File: src/rtl/core/sxrp_pkg.sv
package sxrp_pkg;

  typedef enum logic {
    OP_READ  = 1'b0,
    OP_WRITE = 1'b1
  } op_e;

  localparam logic [15:0] PORT_MISC_WR   = 16'h03C2;
  localparam logic [15:0] PORT_SEQ_IDX   = 16'h03C4;
  localparam logic [15:0] PORT_SEQ_DATA  = 16'h03C5;
  localparam logic [15:0] PORT_GFX_IDX   = 16'h03CE;
  localparam logic [15:0] PORT_GFX_DATA  = 16'h03CF;
  localparam logic [15:0] PORT_CRTC_IDX  = 16'h03D4;
  localparam logic [15:0] PORT_CRTC_DATA = 16'h03D5;
  localparam logic [15:0] PORT_ALT_WR    = 16'h03D8;
  localparam logic [15:0] PORT_ALT_RD    = 16'h03D9;

  localparam logic [11:0] PORT_MONO_BLK  = 12'h03B;
  localparam logic [11:0] PORT_COLOR_BLK = 12'h03D;
  localparam logic [15:0] PORT_SWAP_MASK = 16'h0060;

  localparam logic [3:0] SEQ_ID       = 4'hB;
  localparam logic [3:0] SEQ_POWER_UP = 4'hC;
  localparam logic [3:0] SEQ_CTRL_TWO = 4'hD;
  localparam logic [3:0] SEQ_BANK     = 4'hE;
  localparam logic [3:0] GFX_BANK     = 4'hE;
  localparam logic [3:0] GFX_BANK_CTL = 4'hF;

  localparam logic [7:0] SEQ_ID_VALUE = 8'h33;
  localparam logic [7:0] BANK_XOR     = 8'h02;

  localparam logic [5:0] CRTC_PROT_REG  = 6'h11;
  localparam logic [5:0] CRTC_PROT_LAST = 6'h07;
  localparam logic [5:0] CRTC_FIXED_LO  = 6'h0E;
  localparam logic [5:0] CRTC_FIXED_HI  = 6'h10;

  typedef struct packed {
    logic       fwd;
    logic [7:0] fwd_data;
    logic       valid;
  } crtc_rd_t;

endpackage

File: src/rtl/core/svga_extended_register_port.sv
// Channel | Valid       | Stall        | Payload
// in      | in_valid_i  | in_stall_o   | operation_i, port_address_i, write_data_i
// out     | out_valid_o | out_stall_i  | read_data_o, handled_o, read_bank_o, write_bank_o,
//         |             |              | row_double_o, timing_change_o
//
// One item per cycle sustained while the output is not stalled; an accepted item passes
// through the input register, then the result register, to the output.
// The CRTC store is a memory whose entry at the current index is prefetched into a
// register every cycle; per-entry valid bits make unwritten entries read as zero.
// Reset clears the state registers and all valid bits at once; no clearing pass is needed.
// A stalled output holds its item; the input register still takes one more item.
module svga_extended_register_port import sxrp_pkg::*; #(
  parameter int unsigned CRTC_DEPTH = 64
) (
  input  logic        clk_i,
  input  logic        rst_ni,
  input  logic        in_valid_i,
  output logic        in_stall_o,
  input  logic        operation_i,
  input  logic [15:0] port_address_i,
  input  logic [7:0]  write_data_i,
  output logic        out_valid_o,
  input  logic        out_stall_i,
  output logic [7:0]  read_data_o,
  output logic        handled_o,
  output logic [4:0]  read_bank_o,
  output logic [4:0]  write_bank_o,
  output logic        row_double_o,
  output logic        timing_change_o
);

  localparam int unsigned AW = $clog2(CRTC_DEPTH);
  localparam logic [6:0] DEPTH_W = 7'(CRTC_DEPTH);

  logic        s1_valid_q;
  op_e         s1_op_q;
  logic [15:0] s1_addr_q;
  logic [7:0]  s1_data_q;
  logic        s1_adv;
  logic        in_take;

  logic        out_valid_q;
  logic [7:0]  read_data_q;
  logic        handled_q;
  logic        timing_q;

  logic        colour_select_q, colour_select_d;
  logic [3:0]  seq_index_q, seq_index_d;
  logic [3:0]  gfx_index_q, gfx_index_d;
  logic [5:0]  crtc_index_q, crtc_index_d;
  logic [7:0]  power_up_q, power_up_d;
  logic [7:0]  seq_bank_q, seq_bank_d;
  logic [7:0]  gfx_bank_q, gfx_bank_d;
  logic [7:0]  gfx_ctl_q, gfx_ctl_d;
  logic        old_mode_q, old_mode_d;
  logic [7:0]  old_ctl2_q, old_ctl2_d;
  logic [7:0]  new_ctl2_q, new_ctl2_d;
  logic [7:0]  alt_wr_q, alt_wr_d;
  logic [7:0]  alt_rd_q, alt_rd_d;
  logic [4:0]  rbank_q, rbank_d;
  logic [4:0]  wbank_q, wbank_d;
  logic        prot_q;

  logic [7:0]            crtc_mem [CRTC_DEPTH];
  logic [CRTC_DEPTH-1:0] crtc_vld_q;
  logic [7:0]            mem_rd_q;
  crtc_rd_t              crtc_rd_q;
  logic [7:0]            crtc_cur;
  logic                  crtc_we;
  logic                  idx_in_range;
  logic                  idxd_in_range;

  logic [15:0] addr;
  logic [7:0]  rd_val;
  logic        handled;
  logic        timing;
  logic [7:0]  seq_new;
  logic [7:0]  gfx_new;

  assign s1_adv     = s1_valid_q && (!out_valid_q || !out_stall_i);
  assign in_stall_o = s1_valid_q && !s1_adv;
  assign in_take    = in_valid_i && !in_stall_o;

  assign idx_in_range  = {1'b0, crtc_index_q} < DEPTH_W;
  assign idxd_in_range = {1'b0, crtc_index_d} < DEPTH_W;

  assign crtc_cur = crtc_rd_q.fwd ? crtc_rd_q.fwd_data :
                    (crtc_rd_q.valid ? mem_rd_q : 8'h00);

  always_comb begin
    addr = s1_addr_q;
    if (((s1_addr_q[15:4] == PORT_COLOR_BLK) || (s1_addr_q[15:4] == PORT_MONO_BLK)) &&
        !colour_select_q) begin
      addr = s1_addr_q ^ PORT_SWAP_MASK;
    end
  end

  always_comb begin
    colour_select_d = colour_select_q;
    seq_index_d     = seq_index_q;
    gfx_index_d     = gfx_index_q;
    crtc_index_d    = crtc_index_q;
    power_up_d      = power_up_q;
    seq_bank_d      = seq_bank_q;
    gfx_bank_d      = gfx_bank_q;
    gfx_ctl_d       = gfx_ctl_q;
    old_mode_d      = old_mode_q;
    old_ctl2_d      = old_ctl2_q;
    new_ctl2_d      = new_ctl2_q;
    alt_wr_d        = alt_wr_q;
    alt_rd_d        = alt_rd_q;
    rbank_d         = rbank_q;
    wbank_d         = wbank_q;
    rd_val          = 8'h00;
    handled         = 1'b0;
    timing          = 1'b0;
    crtc_we         = 1'b0;
    seq_new         = s1_data_q ^ BANK_XOR;
    gfx_new         = s1_data_q ^ BANK_XOR;
    if (s1_adv && (s1_op_q == OP_WRITE)) begin
      unique case (addr)
        PORT_MISC_WR: colour_select_d = s1_data_q[0];
        PORT_SEQ_IDX: seq_index_d = s1_data_q[3:0];
        PORT_GFX_IDX: gfx_index_d = s1_data_q[3:0];
        PORT_SEQ_DATA: begin
          unique case (seq_index_q)
            SEQ_ID: begin
              old_mode_d = 1'b1;
              handled    = 1'b1;
            end
            SEQ_POWER_UP: begin
              if (seq_bank_q[7]) power_up_d = s1_data_q;
              handled = 1'b1;
            end
            SEQ_CTRL_TWO: begin
              if (old_mode_q) old_ctl2_d = s1_data_q;
              else new_ctl2_d = s1_data_q;
              handled = 1'b1;
            end
            SEQ_BANK: begin
              seq_bank_d = seq_new;
              wbank_d    = {1'b0, seq_new[3:0]};
              if (!gfx_ctl_q[0]) rbank_d = {1'b0, seq_new[3:0]};
              handled = 1'b1;
            end
            default: ;
          endcase
        end
        PORT_GFX_DATA: begin
          if (gfx_index_q == GFX_BANK) begin
            gfx_bank_d = gfx_new;
            if (gfx_ctl_q[0]) rbank_d = {1'b0, gfx_new[3:0]};
            handled = 1'b1;
          end else if (gfx_index_q == GFX_BANK_CTL) begin
            gfx_ctl_d = s1_data_q;
            rbank_d   = s1_data_q[0] ? {1'b0, gfx_bank_q[3:0]} : {1'b0, seq_bank_q[3:0]};
            wbank_d   = {1'b0, seq_bank_q[3:0]};
            handled   = 1'b1;
          end
        end
        PORT_CRTC_IDX: begin
          crtc_index_d = s1_data_q[5:0];
          handled      = 1'b1;
        end
        PORT_CRTC_DATA: begin
          handled = 1'b1;
          if (!((crtc_index_q <= CRTC_PROT_LAST) && prot_q) && idx_in_range) begin
            crtc_we = 1'b1;
            if ((crtc_cur != s1_data_q) &&
                ((crtc_index_q < CRTC_FIXED_LO) || (crtc_index_q > CRTC_FIXED_HI))) begin
              timing = 1'b1;
            end
          end
        end
        PORT_ALT_WR: begin
          alt_wr_d = s1_data_q;
          handled  = 1'b1;
          if (gfx_ctl_q[2]) begin
            wbank_d = s1_data_q[4:0];
            if (!gfx_ctl_q[0]) rbank_d = s1_data_q[4:0];
          end
        end
        PORT_ALT_RD: begin
          alt_rd_d = s1_data_q;
          handled  = 1'b1;
          if (gfx_ctl_q[2] && gfx_ctl_q[0]) rbank_d = s1_data_q[4:0];
        end
        default: ;
      endcase
    end else if (s1_adv) begin
      unique case (addr)
        PORT_SEQ_DATA: begin
          unique case (seq_index_q)
            SEQ_ID: begin
              old_mode_d = 1'b0;
              handled    = 1'b1;
              rd_val     = SEQ_ID_VALUE;
            end
            SEQ_POWER_UP: begin
              handled = 1'b1;
              rd_val  = power_up_q;
            end
            SEQ_CTRL_TWO: begin
              handled = 1'b1;
              rd_val  = old_mode_q ? old_ctl2_q : new_ctl2_q;
            end
            SEQ_BANK: begin
              handled = 1'b1;
              rd_val  = seq_bank_q;
            end
            default: ;
          endcase
        end
        PORT_GFX_DATA: begin
          if (gfx_index_q == GFX_BANK) begin
            handled = 1'b1;
            rd_val  = gfx_bank_q;
          end else if (gfx_index_q == GFX_BANK_CTL) begin
            handled = 1'b1;
            rd_val  = gfx_ctl_q;
          end
        end
        PORT_CRTC_IDX: begin
          handled = 1'b1;
          rd_val  = {2'b00, crtc_index_q};
        end
        PORT_CRTC_DATA: begin
          handled = 1'b1;
          rd_val  = crtc_cur;
        end
        PORT_ALT_WR: begin
          handled = 1'b1;
          rd_val  = alt_wr_q;
        end
        PORT_ALT_RD: begin
          handled = 1'b1;
          rd_val  = alt_rd_q;
        end
        default: ;
      endcase
    end
  end

  always_ff @(posedge clk_i or negedge rst_ni) begin
    if (!rst_ni) begin
      s1_valid_q <= 1'b0;
    end else if (in_take) begin
      s1_valid_q <= 1'b1;
    end else if (s1_adv) begin
      s1_valid_q <= 1'b0;
    end
  end

  always_ff @(posedge clk_i) begin
    if (in_take) begin
      s1_op_q   <= op_e'(operation_i);
      s1_addr_q <= port_address_i;
      s1_data_q <= write_data_i;
    end
  end

  always_ff @(posedge clk_i or negedge rst_ni) begin
    if (!rst_ni) begin
      out_valid_q <= 1'b0;
    end else if (s1_adv) begin
      out_valid_q <= 1'b1;
    end else if (!out_stall_i) begin
      out_valid_q <= 1'b0;
    end
  end

  always_ff @(posedge clk_i) begin
    if (s1_adv) begin
      read_data_q <= rd_val;
      handled_q   <= handled;
      timing_q    <= timing;
    end
  end

  always_ff @(posedge clk_i or negedge rst_ni) begin
    if (!rst_ni) begin
      colour_select_q <= 1'b0;
      seq_index_q     <= '0;
      gfx_index_q     <= '0;
      crtc_index_q    <= '0;
      power_up_q      <= '0;
      seq_bank_q      <= '0;
      gfx_bank_q      <= '0;
      gfx_ctl_q       <= '0;
      old_mode_q      <= 1'b0;
      old_ctl2_q      <= '0;
      new_ctl2_q      <= '0;
      alt_wr_q        <= '0;
      alt_rd_q        <= '0;
      rbank_q         <= '0;
      wbank_q         <= '0;
      prot_q          <= 1'b0;
      crtc_vld_q      <= '0;
      crtc_rd_q       <= '0;
    end else begin
      colour_select_q <= colour_select_d;
      seq_index_q     <= seq_index_d;
      gfx_index_q     <= gfx_index_d;
      crtc_index_q    <= crtc_index_d;
      power_up_q      <= power_up_d;
      seq_bank_q      <= seq_bank_d;
      gfx_bank_q      <= gfx_bank_d;
      gfx_ctl_q       <= gfx_ctl_d;
      old_mode_q      <= old_mode_d;
      old_ctl2_q      <= old_ctl2_d;
      new_ctl2_q      <= new_ctl2_d;
      alt_wr_q        <= alt_wr_d;
      alt_rd_q        <= alt_rd_d;
      rbank_q         <= rbank_d;
      wbank_q         <= wbank_d;
      if (crtc_we && (crtc_index_q == CRTC_PROT_REG)) prot_q <= s1_data_q[7];
      if (crtc_we) crtc_vld_q[crtc_index_q[AW-1:0]] <= 1'b1;
      crtc_rd_q.fwd      <= crtc_we && (crtc_index_d == crtc_index_q);
      crtc_rd_q.fwd_data <= s1_data_q;
      crtc_rd_q.valid    <= idxd_in_range && crtc_vld_q[crtc_index_d[AW-1:0]];
    end
  end

  // write the current index, prefetch the next; crtc_rd_q forwards a same-cycle write
  always_ff @(posedge clk_i) begin
    if (crtc_we) crtc_mem[crtc_index_q[AW-1:0]] <= s1_data_q;
    mem_rd_q <= crtc_mem[crtc_index_d[AW-1:0]];
  end

  assign out_valid_o     = out_valid_q;
  assign read_data_o     = read_data_q;
  assign handled_o       = handled_q;
  assign timing_change_o = timing_q;
  assign read_bank_o     = rbank_q;
  assign write_bank_o    = wbank_q;
  assign row_double_o    = old_ctl2_q[4];

  a_stall_needs_item: assert property (@(posedge clk_i) disable iff (!rst_ni)
    in_stall_o |-> (s1_valid_q && out_valid_q && out_stall_i))
    else $error("input stalled without a blocked item");

  a_timing_handled: assert property (@(posedge clk_i) disable iff (!rst_ni)
    (out_valid_o && timing_change_o) |-> handled_o)
    else $error("timing change on an item not served here");

  a_out_drains: assert property (@(posedge clk_i) disable iff (!rst_ni)
    (out_valid_q && !out_stall_i && !s1_adv) |=> !out_valid_q)
    else $error("output item repeated");

  a_crtc_fwd: assert property (@(posedge clk_i) disable iff (!rst_ni)
    (crtc_we && (crtc_index_d == crtc_index_q)) |=> (crtc_cur == $past(s1_data_q)))
    else $error("CRTC prefetch missed a write");

  a_prot_range: assert property (@(posedge clk_i) disable iff (!rst_ni)
    crtc_we |-> idx_in_range)
    else $error("CRTC write beyond store depth");

endmodule

File: config.mk
export PLATFORM = sky130hd
export DESIGN_NAME = svga_extended_register_port
export DESIGN_NICKNAME = d
export VERILOG_FILES = /design/src/rtl/core/sxrp_pkg.sv /design/src/rtl/core/svga_extended_register_port.sv
export SDC_FILE = /design/constraint.sdc
export NUM_CORES = 1
export LEC_CHECK = 0
export BUFFER_PORTS_ARGS = -buffer_cell sky130_fd_sc_hd__buf_2
export CAP_MARGIN = 20
export CORE_AREA = 2 2 209 365
export DETAILED_ROUTE_END_ITERATION = 6
export DIE_AREA = 0 0 211 367
export GPL_ROUTABILITY_DRIVEN = 1
export PLACE_DENSITY = 0.5
export SLEW_MARGIN = 10
export SYNTH_ARGS = -nofsm -noshare
export SYNTH_HDL_FRONTEND = slang
export SYNTH_SLANG_ARGS = --single-unit
export TNS_END_PERCENT = 100
File: constraint.sdc
create_clock -name clk_i -period 10 [get_ports clk_i]
set_clock_uncertainty 0.15 [all_clocks]
set_input_delay 0.5 -clock clk_i [delete_from_list [all_inputs] [get_ports clk_i]]
set_output_delay 0.5 -clock clk_i [all_outputs]
set_load 0.05 [all_outputs]
==> run summary <==
Htree depth: 3
Worst-Margin Slew: 1.09 ns
Hold EP: crtc_vld_q[1]
Starting DRC count in detailed routing: 1667
Cells after Synth: 2062
Max Transition Viols Final: 0
R2r startpoint: s1_addr_q[0]
Total congestion overflow: 0
Clk sinks: 722
Critical path type: reg2reg
Wire per inst: 30.5 um
Die width: 211 um
Worst R2R End: crtc_rd_q[0]
Initial antenna violation count: 0
Worst R2R Path Depth: 11
Synth Warn #: 0
Layout cells sized above 1: 0.179
Synth area leader: edfxtp_1
First-pass GRT wire length: 138 mm
Vias per inst: 6.04
Worst hold path type: reg2reg
Final hold viol count: 0
CTS Buf Count: 68
R2R setup slack: 4.73 ns
Gr usage total: 0.249
Root buffer cell: clkbuf_16
Drt pass-1 iters: 5
Worst Path Buf+Inv: 4
Drt drc: 0
Number of synthesized flops with an enable pin: 547
Worst EP arrival: 5.58 ns
Row count: 133
Post-CTS Setup Inserts: 0
Unrepaired setup endpoints after global routing: no
Reg clk slew, reported paths: 0.06 ns
IO Count: 52
Starting Density: 0.394
PwrDens: 179 mW/mm^2
Top-count cell post-synth: edfxtp_1
Relative slew slack: 0.271
Diode count: 0
Max stage delay on crit path: 0.95 ns
Die area: 0.0774 mm^2
Post-synthesis cell area: 0.0295 mm^2
Area Overhead vs Synth: 13.0%
Hold Path Depth: 1
Skew-Pair Late Insertion Delay: 0.65 ns
Hold WS: 0.319 ns
Dpl hpwl: 61.4 mm
Fin crit share: 0.527
Min-delay src: crtc_vld_q[1]
CP max-delay cell: edfxtp_1
CTS hold repair buffers: 29
Die Ht: 367 um
Crit end category: flop
Syn_nets: 2091
Max-cap viol count: 0
Post-synthesis sequential area ratio: 0.705
Port-buffer cells: 51
Post-Syn Area per Cell: 14.3 um^2
DP Worst Slack: 4.78 ns
Crit path top cell by count: buf_4
Final TNS setup: 0 ns
Post-Route WL: 95.5 mm
Distinct cells, synth: 66
Max rail drop VDD: 115 uV
Critical path depth in cells: 11
Core area: 0.0747 mm^2
Crit-path max FO: 81
Vias in the first global route: 19700
Synth Flop Type: edfxtp_1
Synth cell count leaders: edfxtp_1 (547), a21oi_1 (204), dfrtp_1 (167)
Max Freq: 0.190 GHz
Vias: 18900
RD Place Congestion: 0.903
Post-route ant nets: 0
CTS tree: built
Post-synthesis async set-or-reset flop share: 0.231
Run status: complete, no violations
Worst setup margin: 4.73 ns
Setup Viol. Count Final: 0
CP delay by family, top: buffers and inverters
Critical path, cell by cell: inv_2 > and4_1 > nand4_2 > buf_4 > and2_4 > buf_4 > buf_4 > o31ai_1 > nor4b_1 > a31oi_1 > a22oi_1
Nets: 2159
Max Root-Sink Buffers: 3
Synth top area share: 0.557
Count of state elements after synthesis: 722
Post-CTS Resized: 0
Leakage power: 11.6 nW
Top cells by area, synth: edfxtp_1 (56%), dfrtp_1 (14%), a211oi_1 (3.5%)
Largest net degree at the start of global routing: 86
Min Tclk post-route: 5.27 ns
Critical Path RT: 10.31 ns
Critical path startpoint category: flop
==> layout make-up <==
cell class | count | area (um^2)
clock buffers | 93 | 1870
fillers | 6602 | 41400
well taps | 945 | 1180
flip-flops and latches | 722 | 20800
repair buffers | 143 | 1030
clock inverters | 33 | 287
multi-input cells | 1188 | 8130
inverters | 7 | 26.3
==> power breakdown <==
part | total, mW | internal (mW) | switching, mW
registers | 3.26 | 3.25 | 0.0108
logic | 0.133 | 0.0273 | 0.106
clock network | 2.58 | 1.42 | 1.16
==> registers in the layout, indices dropped and copies added, names as in the netlist, 5 cells and up <==
signal and flops:
alt_rd_q 8, alt_wr_q 8, crtc_index_q 6, crtc_mem 512, crtc_rd_q 10, crtc_vld_q 64, gfx_bank_q 8, gfx_ctl_q 8
mem_rd_q 8, new_ctl2_q 8, old_ctl2_q 8, power_up_q 8, read_bank_o 5, read_data_o 8, s1_addr_q 16, s1_data_q 8
seq_bank_q 8, write_bank_o 5
==> metrics by stage <==
step / power (mW) / cell area [um^2] / cells / util
6_report: 5.97 / 33300 / 3131 / 0.446
5_1_grt: 6.13 / 33300 / 3131 / 0.446
4_1_cts: 6.02 / 33300 / 3129 / 0.445
3_5_place_dp: 3.45 / 30800 / 2974 / 0.413
3_3_place_gp: 3.44 / 30800 / 2969 / 0.412
2_1_floorplan: 3.37 / 29500 / 2062 / -
==> metal layers <==
| layer | share of wire | up-vias | global-route usage |
|---|---|---|---|
| met5 | 0 | - | 0 |
| li1 | - | 8278 | - |
| met2 | 0.54 | 642 | 0.457 |
| met4 | 0.064 | 0 | 0.150 |
| met3 | 0.045 | 221 | 0.0338 |
| met1 | 0.35 | 9784 | 0.268 |
==> kinds of logic after synthesis <==
| family | synth area share |
|---|---|
| AOI/OAI and AO/OA | 0.133 |
| xor gates and xnor gates | 0.00267 |
| buffers and inverters | 0.0227 |
| DFF | 0.705 |
| muxes | 0.0416 |
| and+or+nand+nor | 0.0951 |
==> worst max-delay path by stage <==
| stage | start | endpoint | slack [ns] |
|---|---|---|---|
| 6_report | s1_addr_q[0] | crtc_rd_q[0] | 4.73 |
| 2_1_floorplan | out_valid_o | crtc_mem[7][0] | 6.72 |
| 3_5_place_dp | out_stall_i | crtc_rd_q[0] | 4.78 |
| 3_3_place_gp | s1_data_q[1] | crtc_rd_q[0] | 4.11 |
| 5_1_grt | s1_addr_q[0] | crtc_rd_q[0] | 4.51 |
| 4_1_cts | s1_addr_q[0] | crtc_rd_q[0] | 4.76 |
==> layout by cell type, fill, tap and decap left out, drive strengths merged, types with 8 or more instances in the layout <==
master	n
a211oi	137
and3	70
nor4	12
o221ai	75
clkbuf	94
a21oi	206
a31oi	10
edfxtp	547
clkinv	22
o31ai	64
nor3	18
buf	113
dlygate4sd3	29
nand2	65
dfxtp	8
dfrtp	167
nor2	116
nand2b	10
a221oi	10
o21ai	39
mux2	85
inv	12
or2	65
and2	10
nor4b	64
nand3	20
mux2i	25
o22ai	10
nand4	9
a22oi	15
Note: power is estimated with default switching activity, not from simulation.
